**config.mk**
```make
export PLATFORM = sky130hd
export DESIGN_NAME = salru_queue
export DESIGN_NICKNAME = d
export VERILOG_FILES = /design/src/design/salru_queue.sv
export SDC_FILE = /design/constraint.sdc
export NUM_CORES = 1
export LEC_CHECK = 0
export CORE_MARGIN = 2
export CORE_UTILIZATION = 34
export DETAILED_ROUTE_END_ITERATION = 7
export DONT_BUFFER_PORTS = 1
export PLACE_DENSITY = 0.52
export SYNTH_ARGS = -nofsm -noshare
export SYNTH_HDL_FRONTEND = slang
export SYNTH_SLANG_ARGS = --single-unit
```
**constraint.sdc**
```tcl
create_clock -name clk -period 1.56 [get_ports clk]
set_clock_uncertainty 0.15 [all_clocks]
set_input_delay 0.468 -clock clk [delete_from_list [all_inputs] [get_ports clk]]
set_output_delay 0.468 -clock clk [all_outputs]
set_load 0.005 [all_outputs]
```
**src/design/salru_queue.sv**
```systemverilog
// Two-entry job queue between the front end and the lookup engine.
module salru_queue #(
  parameter int WIDTH = 8
) (
  input  logic             clk,
  input  logic             rst_n,
  input  logic             push_valid,
  input  logic [WIDTH-1:0] push_data,
  output logic             push_ready,
  output logic             pop_valid,
  output logic [WIDTH-1:0] pop_data,
  input  logic             pop_ready
);
  logic [WIDTH-1:0] slot_r [2];
  logic             wr_ptr_r, wr_ptr_nxt;
  logic             rd_ptr_r, rd_ptr_nxt;
  logic [1:0]       count_r, count_nxt;
  logic             push, pop;

  assign push_ready = (count_r != 2'd2);
  assign pop_valid  = (count_r != 2'd0);
  assign pop_data   = slot_r[rd_ptr_r];
  assign push       = push_valid && push_ready;
  assign pop        = pop_valid && pop_ready;

  always_comb begin
    wr_ptr_nxt = push ? ~wr_ptr_r : wr_ptr_r;
    rd_ptr_nxt = pop ? ~rd_ptr_r : rd_ptr_r;
    count_nxt  = count_r + {1'b0, push} - {1'b0, pop};
  end

  always_ff @(posedge clk) begin
    if (!rst_n) begin
      wr_ptr_r <= 1'b0;
      rd_ptr_r <= 1'b0;
      count_r  <= 2'd0;
    end else begin
      wr_ptr_r <= wr_ptr_nxt;
      rd_ptr_r <= rd_ptr_nxt;
      count_r  <= count_nxt;
    end
  end

  always_ff @(posedge clk) begin
    if (push) begin
      slot_r[wr_ptr_r] <= push_data;
    end
  end

endmodule

```
# [After elaboration in Yosys (flattened, before gate mapping)]
# Memories as Yosys holds them, arrays and structs flattened. A register that Yosys moved wholly into a read port is not among the register bits.
# Cells that the tools add are included.
# Widths: inputs -> output; s select.
[totals] ff_bits=4 latchBits=0 mem_bits_rw=16 mem_bits_ro=0 out_inout_bits=10 word_cells=16 memories=1
[op_classes] add_sub_neg=2 n_mul=0 div_mod_pow=0 magnitude_cmp=0 eq_ne=1 n_shift=0 muxes=4 bitwise_logic=2 n_reduce_logical=3
[mem_list] memory="slot_r" depth=2 word_bits=8 read_ports=1 rd_clocked_by_memory_dff=1 wr=1 line_no="14" source="logic [WIDTH-1:0] slot_r [2];"
[op_table] operator="$mux 1" count=4
[op_table] operator="$add 2x1->2" count=1
[op_table] operator="$logic_and 1x1->1" count=2
[op_table] operator="$ne 2x2->1 const B" count=1
[op_table] operator="$not 1->1" count=2
[op_table] operator="$reduce_bool 2->1" count=1
[op_table] operator="$sub 2x1->2" count=1

# [Logic depth before layout (Yosys ltp)]
[depth] word_depth=4 mapped_depth=8 ltp_nobuf=8

# [Worst setup path after synthesis]
# OpenSTA, ideal clock, no wires.
[synth_timing] kind="reg-to-reg" start="register count_r[0]" end="register count_r[1]" arrival_ns=1.443 required_time_ns=1.295 setup_slack_ns=-0.147 stages_incl_launch_ff=9 cell_sequence="dfxtp_1 nand2b_1 nand2_1 ha_1 inv_1 ha_1 xnor2_1 xnor2_1 and2_1"
[synth_via] elab_chain_cells=4 word_cells_on_any_way=6 classes_between="2 x add/sub; 1 x eq/ne; 3 x reduce/logical"
[synth_rtl] element="from (decl)" line_no="17" source="logic [1:0] count_r, count_nxt;"
[synth_rtl] element="from (signal assigned)" line_no="40" source="count_r <= count_nxt;"
[synth_rtl] element="$ne 2x2->1" line_no="20" source="assign push_ready = (count_r != 2'd2);"
[synth_rtl] element="via push_ready" line_no="9" source="output logic push_ready,"
[synth_rtl] element="$logic_and 1x1->1" line_no="23" source="assign push = push_valid && push_ready;"
[synth_rtl] element="$add 2x1->2" line_no="29" source="count_nxt = count_r + {1'b0, push} - {1'b0, pop};"
[synth_rtl] element="$sub 2x1->2" line_no="29"
# The timed path passes the listed nets, and every way through them passes these cells.
# A chain may end at the register's enable or synchronous reset.

==> impl_metrics.sql <==
INSERT INTO impl_metrics (metric_group, metric, value, unit) VALUES
('final_layout', 'nets', '79', ''),
('flow_run', 'cap_viol_max_count', '0', ''),
('die', 'die_height', '52.8', 'um'),
('synth', 'synthCells', '49', ''),
('cts', 'clock_tree.buffer_depth', '2', ''),
('cts', 'cts.reportedPaths.clkPinSlew', '0.11', 'ns'),
('detailed_routing', 'remaining_drc_errors', '0', ''),
('sta', 'fin_hold_ws', '0.110', 'ns'),
('synth', 'synthFlopType', 'edfxtp_1', ''),
('synth', 'yosysWarnings', '0', ''),
('final_layout', 'antenna-diode-count', '0', ''),
('global_routing', 'antenna_violations_before_repair', '0', ''),
('sta', 'tns', '-1.32', 'ns'),
('run_status', 'outcome', 'complete, but fails checks', ''),
('sta', 'period_minus_slack', '1.71', 'ns'),
('final_layout', 'area_growth_syn_to_layout', '33.3', '%'),
('sta', 'clock.fmax', '585', 'MHz'),
('cts', 'cts_inserted_buffers', '3', ''),
('cts', 'clock_sink_count', '21', ''),
('sta', 'setup-violations-final', '11', ''),
('synth', 'post_synth.cell_area_avg', '16.5', 'um^2'),
('run_status', 'violations', 'setup timing', ''),
('sta', 'measured_slew_at_the_worst_slew_check_pin', '0.225', 'ns'),
('final_layout', 'multiInputGateArea', '308', 'um^2'),
('setup_path', 'critical_path.n_buffers_inverters', '1', ''),
('detailed_routing', 'postRouteAntennaNets', '0', ''),
('cts', 'clkLatencyLatePin', '0.29', 'ns'),
('final_layout', 'filler_cell_count_in_the_final_layout', '212', ''),
('global_routing', 'grt_pass1_vias', '466', ''),
('detailed_routing', 'avgViaCountPerCell', '4.67', ''),
('setup_path', 'path_cells', 'buf_6, mux2_4', ''),
('detailed_routing', 'vias', '430', ''),
('die', 'die-width', '52.8', 'um'),
('global_routing', 'pin_count_of_the_biggest_net_entering_global_routing', '13', ''),
('sta', 'unrepaired_setup_endpoints_after_global_routing', 'true', ''),
('pwr', 'pwrdens', '1600', 'mW/mm^2'),
('synth', 'post-synth-top-area-fraction', '59.3', '%'),
('die', 'rows', '17', ''),
('synth', 'synth_area_leaders', 'edfxtp_1 (59%), dfxtp_1 (12%), mux2_2 (11%)', ''),
('setup_path', 'critical-path-top-delay-family', 'flip-flops', ''),
('detailed_routing', 'initialDrtViolationCount', '8', ''),
('synth', 'synth_cell_type_count', '16', ''),
('die', 'floorplan.die_area', '0.00279', 'mm^2'),
('final_layout', 'final_layout_size_suffix_gt1_share', '54.7', '%'),
('detailed_routing', 'totalWireLength', '1430', 'um'),
('cts', 'cts.root.buffer_cell', 'clkbuf_4', ''),
('setup_path', 'critical_path.endpoint_type', 'output pin', ''),
('synth', 'yosysSeqAreaShare', '71.6', '%'),
('global_routing', 'grt_remaining_overflow', '0', ''),
('cts', 'cts_tree', 'built', ''),
('synth', 'post_synthesis_instance_area', '811', 'um^2'),
('final_layout', 'fin_area', '0.00108', 'mm^2'),
('setup_path', 'worst-setup-path-type', 'flip-flop to output pin', ''),
('pwr', 'p_leak', '0.410', 'nW'),
('die', 'placeableCoreArea', '0.00223', 'mm^2'),
('detailed_routing', 'number_of_optimization_iterations_in_the_first_detailed_route_pass', '3', ''),
('synth', 'async_reset_ff_share', '0', '%'),
('die', 'floorplan.initialDensity', '36.3', '%'),
('pwr', 'p_total', '1.73', 'mW'),
('synth', 'synth_seq_cells', '21', ''),
('min_path', 'hold_crit_path_type', 'primary input to flip-flop', ''),
('sta', 'postLayoutSetupSlackWorst', '-0.150', 'ns'),
('cts', 'htree_levels', '1', ''),
('placement', 'postPlaceCellArea', '975', 'um^2'),
('final_layout', 'layout.core_utilization', '48.4', '%'),
('global_routing', 'grt_first_pass_wirelength', '2240', 'um'),
('pwr', 'peakVddDrop', '0.000842', 'V'),
('placement', 'dpl.hpwl', '1060', 'um'),
('sta', 'maxSlewHeadroom', '84.9', '%'),
('sta', 'finalMaxSlewViolations', '0', ''),
('synth', 'synthDominantAreaCellType', 'edfxtp_1', '');
-- routing by layer --
metal	up-vias	track usage (%)	share of wire, %
li1	204	-	-
met1	215	13.8	37
met2	9	19.8	56
met3	2	2.57	5.8
met4	0	6.41	0.91
met5	-	0	0
-- where the power goes --
group          internal [mW]  switching (mW)  total, mW
clock                 0.0953           0.157      0.252
combinational          0.428           0.260      0.688
sequential             0.727          0.0609      0.787
total                   1.25           0.478       1.73
-- stage by stage --
step,setup slack (ns),cells
2_1_floorplan,-0.0760,49
3_3_place_gp,-0.0826,85
3_5_place_dp,-0.133,85
4_1_cts,-0.169,91
5_1_grt,-0.188,92
6_report,-0.150,92
-- flip-flops by register name, indices dropped and copies added, names as in the netlist, named ones only --
| register | cells |
|---|---|
| wr_ptr_r | 1 |
| count_r | 2 |
| slot_r | 16 |
| rd_ptr_r | 1 |
-- cell usage in the layout (no fill, tap or decap) --
master and n:
nor2b_1 2, mux2i_1 1, edfxtp_1 16, ha_4 2, o21a_4 1, xnor2_2 1, clkbuf_4 3, clkinv_2 1
xnor2_1 2, and3_1 1, nand2b_4 1, mux2_4 8, dfxtp_1 2, and2_1 2, nand2_4 1, nand2_1 1
buf_4 7, dfxtp_4 2, inv_2 1, buf_6 4, or2_4 1, nor2_1 1, nand2b_1 1, buf_12 1
dfxtp_2 1
-- cell type report --
type / instances / share of cell area, %
clock buffer: 3 / 2.08
clock inverter: 1 / 0.463
timing repair buffer: 12 / 10.9
tap: 28 / 3.24
inverter: 1 / 0.347
sequential: 21 / 54.5
multi-input combinational: 26 / 28.5
-- kinds of logic (layout without fill, tap and decap cells) --
kind of cell               after synthesis  in the layout  synth area share, %
buffers and inverters                    2             17                 1.08
muxes                                    9              9                 12.3
xor gates and xnor gates                 3              3                 3.24
AOI/OAI and AO/OA                        1              1                 1.08
and+or+nand+nor                         11             11                 7.56
DFF                                     21             21                 71.6
adders and majority gates                2              2                 3.09
-- worst paths after layout --
kind,startpoint,endpoint,slack [ns],cells past startpoint
setup reg to reg,count_r[0],count_r[1],-0.11,7
hold reg to reg,wr_ptr_r,wr_ptr_r,0.35,2
hold / removal,push_data[7],slot_r[1][7],0.11,0
setup / recovery,flip-flop,pop_data[0],-0.15,2
-- repair_timing --
item / CTS / global route
pin swaps: 5 / 1
resized for setup: 16 / 0
hold endpoints to repair: 0 / 0
buffers inserted: 2 / 1
endpoints found under the setup margin: 11 / 11
hold buffers: 0 / 0
Note: power is estimated with default switching activity, not from simulation.
