`src/design/salru_pkg.sv`:
```
// Shared types, codes and constants of the set-associative LRU cache model.
package salru_pkg;

  localparam int IN_ADDR_W    = 64;
  localparam int CNT_W        = 32;
  localparam int WAY_IDX_W    = 3;
  localparam int REQ_W        = 2;
  localparam int OUTCOME_W    = 2;
  localparam int CFG_IDX_W    = 2;
  localparam int CFG_DATA_W   = 6;
  localparam int SET_BITS_W   = 4;
  localparam int OFF_BITS_W   = 6;
  localparam int WAYS_W       = 4;
  localparam int OFF_BITS_MAX = 32;

  localparam logic [CFG_IDX_W-1:0] CFG_SET_BITS = 2'd0;
  localparam logic [CFG_IDX_W-1:0] CFG_OFF_BITS = 2'd1;
  localparam logic [CFG_IDX_W-1:0] CFG_WAYS     = 2'd2;

  localparam logic [SET_BITS_W-1:0] SET_BITS_RST = 4'd4;
  localparam logic [OFF_BITS_W-1:0] OFF_BITS_RST = 6'd4;
  localparam logic [WAYS_W-1:0]     WAYS_RST     = 4'd1;

  typedef enum logic [REQ_W-1:0] {
    REQ_FETCH  = 2'd0,
    REQ_LOAD   = 2'd1,
    REQ_STORE  = 2'd2,
    REQ_MODIFY = 2'd3
  } req_type_t;

  typedef enum logic [OUTCOME_W-1:0] {
    OUT_HIT   = 2'd0,
    OUT_FILL  = 2'd1,
    OUT_EVICT = 2'd2
  } outcome_t;

  typedef struct packed {
    logic [SET_BITS_W-1:0] set_bits;
    logic [OFF_BITS_W-1:0] off_bits;
    logic [WAYS_W-1:0]     ways;
  } cfg_t;

  typedef logic [CNT_W-1:0] cnt_t;

  // Counter increment that sticks at all ones.
  function automatic cnt_t sat_inc(input cnt_t c);
    sat_inc = (c == '1) ? c : c + 1'b1;
  endfunction

endpackage

```
`src/design/salru_if.sv`:
```
// Handshake channel interfaces for trace words in and result words out.
interface salru_in_if;
  import salru_pkg::*;

  logic                 valid;
  logic                 ready;
  logic [REQ_W-1:0]     req_type;
  logic [IN_ADDR_W-1:0] address;

  modport source (output valid, output req_type, output address, input ready);
  modport sink   (input valid, input req_type, input address, output ready);
endinterface


```
`src/design/salru_front.sv`:
```
// Front end: accepts trace words, drops fetches and splits the address into set and tag.
module salru_front #(
  parameter int MAX_SET_BITS = 8,
  parameter int ADDR_WIDTH   = 64
) (
  input  salru_pkg::cfg_t                      cfg,
  input  logic                                 enable,
  salru_in_if.sink                             in_ch,
  output logic                                 job_valid,
  output logic [MAX_SET_BITS+ADDR_WIDTH-2:0]   job_data,
  input  logic                                 job_ready
);
  import salru_pkg::*;

  localparam int TAG_W = ADDR_WIDTH - 2;
  localparam int SB_W  = $clog2(MAX_SET_BITS + 1);
  localparam int SH_W  = 7;

  typedef struct packed {
    logic                    modify;
    logic [MAX_SET_BITS-1:0] set;
    logic [TAG_W-1:0]        tag;
  } job_t;

  job_t                    job;
  logic [SB_W-1:0]         s_cl;
  logic [OFF_BITS_W-1:0]   b_cl;
  logic [SH_W-1:0]         tag_sh;
  logic [ADDR_WIDTH-1:0]   addr_a;
  logic [ADDR_WIDTH-1:0]   tag_full;
  logic [ADDR_WIDTH-1:0]   set_full;
  logic [MAX_SET_BITS-1:0] set_mask;

  // Out-of-range field widths are pulled back to their legal bounds.
  always_comb begin
    if (cfg.set_bits == '0) begin
      s_cl = SB_W'(1);
    end else if (int'(cfg.set_bits) > MAX_SET_BITS) begin
      s_cl = SB_W'(MAX_SET_BITS);
    end else begin
      s_cl = SB_W'(cfg.set_bits);
    end
    if (cfg.off_bits == '0) begin
      b_cl = OFF_BITS_W'(1);
    end else if (int'(cfg.off_bits) > OFF_BITS_MAX) begin
      b_cl = OFF_BITS_W'(OFF_BITS_MAX);
    end else begin
      b_cl = cfg.off_bits;
    end
  end

  assign addr_a   = in_ch.address[ADDR_WIDTH-1:0];
  assign tag_sh   = SH_W'(s_cl) + SH_W'(b_cl);
  assign tag_full = addr_a >> tag_sh;
  assign set_full = addr_a >> b_cl;
  assign set_mask = ~({MAX_SET_BITS{1'b1}} << s_cl);

  assign job.modify = (in_ch.req_type == REQ_MODIFY);
  assign job.set    = set_full[MAX_SET_BITS-1:0] & set_mask;
  assign job.tag    = tag_full[TAG_W-1:0];
  assign job_data   = job;

  // Fetch words are taken and dropped; everything else becomes a job.
  assign in_ch.ready = enable && job_ready;
  assign job_valid   = in_ch.valid && enable && (in_ch.req_type != REQ_FETCH);

endmodule

```
`src/flat_wrapper.sv`:
```
// flat-port wrapper written by rule: the top's interface ports become plain ports
module salru_front_flat import salru_pkg::*;
#(
  parameter int MAX_SET_BITS = 8,
  parameter int ADDR_WIDTH   = 64
)
  (cfg, enable, job_valid, job_data, job_ready, in_ch_valid, in_ch_req_type, in_ch_address, in_ch_ready);
  salru_in_if in_ch_i ();
  input  salru_pkg::cfg_t cfg;
  input  logic enable;
  output logic job_valid;
  output logic [MAX_SET_BITS+ADDR_WIDTH-2:0] job_data;
  input  logic job_ready;
  input wire logic [$bits(in_ch_i.valid)-1:0] in_ch_valid;
  input wire logic [$bits(in_ch_i.req_type)-1:0] in_ch_req_type;
  input wire logic [$bits(in_ch_i.address)-1:0] in_ch_address;
  output wire logic [$bits(in_ch_i.ready)-1:0] in_ch_ready;
  assign in_ch_i.valid = in_ch_valid;
  assign in_ch_i.req_type = in_ch_req_type;
  assign in_ch_i.address = in_ch_address;
  assign in_ch_ready = in_ch_i.ready;
  salru_front #(.MAX_SET_BITS(MAX_SET_BITS), .ADDR_WIDTH(ADDR_WIDTH)) u_core (.cfg(cfg), .enable(enable), .in_ch(in_ch_i), .job_valid(job_valid), .job_data(job_data), .job_ready(job_ready));
endmodule
```
`config.mk`:
```
export PLATFORM = sky130hd
export DESIGN_NAME = salru_front_flat
export DESIGN_NICKNAME = d
export VERILOG_FILES = /design/src/design/salru_pkg.sv /design/src/design/salru_if.sv /design/src/design/salru_front.sv /design/src/flat_wrapper.sv
export SDC_FILE = /design/constraint.sdc
export NUM_CORES = 1
export LEC_CHECK = 0
export BUFFER_PORTS_ARGS = -buffer_cell sky130_fd_sc_hd__buf_4
export CAP_MARGIN = 20
export CORE_ASPECT_RATIO = 1.25
export CORE_UTILIZATION = 35
export DETAILED_ROUTE_END_ITERATION = 10
export GPL_TIMING_DRIVEN = 0
export MAX_ROUTING_LAYER = met4
export SKIP_LAST_GASP = 1
export SLEW_MARGIN = 20
export SYNTH_ARGS = -nofsm -noshare
export SYNTH_HDL_FRONTEND = slang
export SYNTH_SLANG_ARGS = --single-unit
export TNS_END_PERCENT = 30
```
`constraint.sdc`:
```
create_clock -name vclk -period 11.4
set_input_delay 1.71 -clock vclk [all_inputs]
set_output_delay 1.71 -clock vclk [all_outputs]
set_load 0.03 [all_outputs]
```
Yosys cells after proc, flatten, opt, wreduce, memory -nomap -nowiden. Index checks and enable logic that the tools add are counted.

Flip-flop bits (word level): 0. Output and inout bits: 73.

Add/sub/neg operators: 1. Magnitude comparators: 2. Eq/ne operators: 1. Shift-type cells: 3. Muxes and demuxes: 4. Bitwise logic cells: 2. Reduce and logical (&&, ||, !) cells: 6.

Operator list (count): $shr 64x6->8 (1); $shr 64x7->62 (1); $mux 6 (2); $and 8x8->8 (1); $mux 4 (2); $not 8->8 (1); $shl 8x4->8 const A (1); $add 4x6->7 (1); $gt 6x6->1 const B (1); $logic_not 6->1 (1); $gt 4x4->1 const B (1); $logic_not 4->1 (1); $logic_and 1x1->1 (3); $eq 2x2->1 const B (1); $reduce_bool 2->1 (1).

Logic depth before layout (Yosys ltp).
Depth in word-level cells: 6. Depth in mapped cells: 17. Gate-level depth less buffers: 12.

Least setup slack after synthesis. OpenSTA, ideal clock, no wires.

Path kind: input to output. Start: input cfg[5] (netlist bit). End: output job_data[5]. Arrival time: 5363 ps. Required time: 9690 ps. Setup slack: 4327 ps. Stages: 17. Path through: buf_6 -> nor4_1 -> o21ai_2 -> inv_2 -> ha_1 -> inv_1 -> fa_1 -> buf_2 -> buf_6 -> buf_4 -> buf_2 -> nand3_1 -> o21ai_1 -> nand2_1 -> mux2i_1 -> mux2i_1 -> a221oi_1.

Longest elaborated chain between the ends: 5. Elaborated cells between the ends (all ways): 6. Classes of those cells: add/sub (1); order compare (1); shift (1); mux (2); reduce/logical (1).

RTL lines: start, declared (line flat_wrapper.sv:9) `input salru_pkg::cfg_t cfg;`; $gt 6x6->1 (line salru_front.sv:45) `end else if (int'(cfg.off_bits) > OFF_BITS_MAX) begin`; $mux 6 (line salru_front.sv:45); $mux 6 * (line salru_front.sv:43) `if (cfg.off_bits == '0) begin`; $add 4x6->7 * (line salru_front.sv:53) `assign tag_sh = SH_W'(s_cl) + SH_W'(b_cl);`; $shr 64x7->62 * (line salru_front.sv:54) `assign tag_full = addr_a >> tag_sh;`; end, declared (line flat_wrapper.sv:12) `output logic [MAX_SET_BITS+ADDR_WIDTH-2:0] job_data;`.

Every way passes the cells marked *; elsewhere a longest branch is shown, timed or not.

Worst setup path in the final report. Same ends and word-level chain as after synthesis.

==> results.toml <==
[final_layout]
fin_cells = 1065
multi_input_area_um2 = 5441
regArea_um2 = 0
fillers = 1669
final_nets = 939
clkbuf_count = 0
layout_commonest_cell = "buf_4"
nFlopsAndLatches = 0
antennaDiodeCount = 0
area_delta_synth_final_pct = 23.49
final_cell_mix = "buf_4 (160), mux2i_1 (151), nand2_1 (103)"
fin_area_um2 = 7302
final_layout_size_suffix_gt1_frac = 0.3486

[placed_design]
gp_congestion = 0.9952
io_buffers = 149
place_area_um2 = 7302
placed_cells = 1065
hpwl_um = 22530

[detailed_routing]
via_count = 6930
drc = 0
antenna_left = 0
wl_per_cell_um = 25.88
drt-total-wl_um = 27560
first_iter_violations = 747
vias_per_cell = 6.507
firstDrtPassIters = 5

[floorplanning]
dieArea_um2 = 17420
die_x_um = 118.3
placementRows = 52
die_h_um = 147.3
core-area_um2 = 16330
boundaryPins = 156
start_util = 0.3621

[synthesis]
synth_cell_types = 66
synthTopCellsByArea = "mux4_2 (27%), mux2i_1 (26%), nand2_1 (6.5%)"
syn_area_per_cell_um2 = 8.447
netlist_instances = 700
syn-num-nets = 788
synth_largest_area_cell = "mux4_2"
ys_seq_area_frac = 0
yosys_warnings = 0
syn-cell-area_um2 = 5913
synth_top_area_share = 0.2666

[global_routing]
grt_max_degree = 11
grt.total_usage = 0.3174
grt_pass1_wl_um = 41710
grt_pass1_vias = 7057
overflow = 0
grt_antenna_before_repair = 0

[critical_path]
arrival_ps = 6140
critPathKind = "input port to output port"
cp_max_fo = 10
crit_path_start_kind = "input port"
critPathCaptureType = "output port"
required_ps = 9690

[run_status]
outcome = "finished clean"

[power_and_ir_drop]
p_sw_frac = 0.6190
combPwrFrac = 1.000
p_leak_nw = 3.204
p_switching_uw = 490.0
p_total_uw = 791.7
power-per-cell-area_nw_per_um2 = 108.4
clkPwrFrac = 0
internal-power_uw = 301.7
seq_power_share = 0
max-vdd-ir-drop_mv = 0.03075

[timing]
holdWs_ps = 3747
fin_crit_sh = 0.6886
finalHoldViolations = 0
worst_pin_slew_ps = 1058
setup_viol_count_final = 0
rsz0062_at_grt = "no"
setup_tns_ps = 0
period_minus_slack_ps = 7850
max_freq_mhz = 127.4
drv_slew = 0
max-slew-margin-rel = 0.2931

[clocking]
cts_setup_buffers = 0
post_cts_resized = 0
cts_hold_buf = 0

[worst_hold_path]
hp-class = "input port to output port"

[job]
maxCapViolCount = 0
[final cells by class]
| type | count | share of cell area |
|---|---|---|
| Inverter | 12 | 0.006511 |
| Tap cell | 216 | 0.03701 |
| Buffer | 71 | 0.05809 |
| Multi-Input combinational cell | 617 | 0.7452 |
| Timing Repair Buffer | 149 | 0.1532 |
[critical path: stages]
cell	delay, ps
buf_6	110
nor4_1	340
o21ai_2	230
inv_2	260
ha_1	210
inv_1	60
fa_1	520
buf_2	230
buf_6	200
buf_4	220
buf_2	320
nand3_1	120
o21ai_1	270
nand2_1	150
mux2i_1	270
mux2i_1	190
a221oi_1	480
buf_4	240
[through the flow]
stage	util	setup WS [ps]
finish	0.4471	3550
global route	0.4471	3363
CTS	0.4471	3682
detailed placement	0.4471	3689
global placement	0.4471	3618
floorplan	-	4327
[worst paths after layout]
path       from           to  slack (ps)  depth (start not counted)
min   job_ready  in_ch_ready        3750                          3
max      cfg[5]  job_data[5]        3550                         18
[Yosys cell counts, drive strengths merged (2+ instances only)]
cell,number
o32ai,2
inv,12
and2,12
mux4,70
xnor2,3
o2111ai,3
o221ai,9
buf,49
o21ai,34
a41oi,3
a211o,3
a221oi,8
a311o,2
nor2,36
a21oi,25
a211oi,7
and3,11
nand2,103
clkbuf,22
ha,4
mux2,15
nor2b,7
nand3,19
o311ai,2
nor4,2
a22o,4
o211a,2
a32oi,9
a2111oi,5
a22oi,2
o22ai,5
a31oi,5
o211ai,2
nor3,27
o21a,4
mux2i,151
nand2b,6
nand4,3
[cells by family after synthesis]
family,synth area share
buffers and inverters,0.07977
AOI/OAI and AO/OA,0.1695
adders and majority gates,0.01185
muxes,0.5508
xor gates and xnor gates,0.01037
and+or+nand+nor,0.1777
[layer usage]
layer	up-vias	routed length, um	track usage
met4	0	1867	0.1923
met1	3261	10170	0.3568
met2	484	13360	0.5394
met3	132	2166	0.03688
li1	3053	-	-
met5	-	0	-
[power groups by stage]
stage	registers [mW]	logic, mW	clock network [mW]
after floorplan	0	0.510	0
after global placement	0	0.776	0
after detailed placement	0	0.773	0
after CTS	0	0.775	0
after global routing	0	0.827	0
final	0	0.792	0
Note: power is estimated with default switching activity, not from simulation.
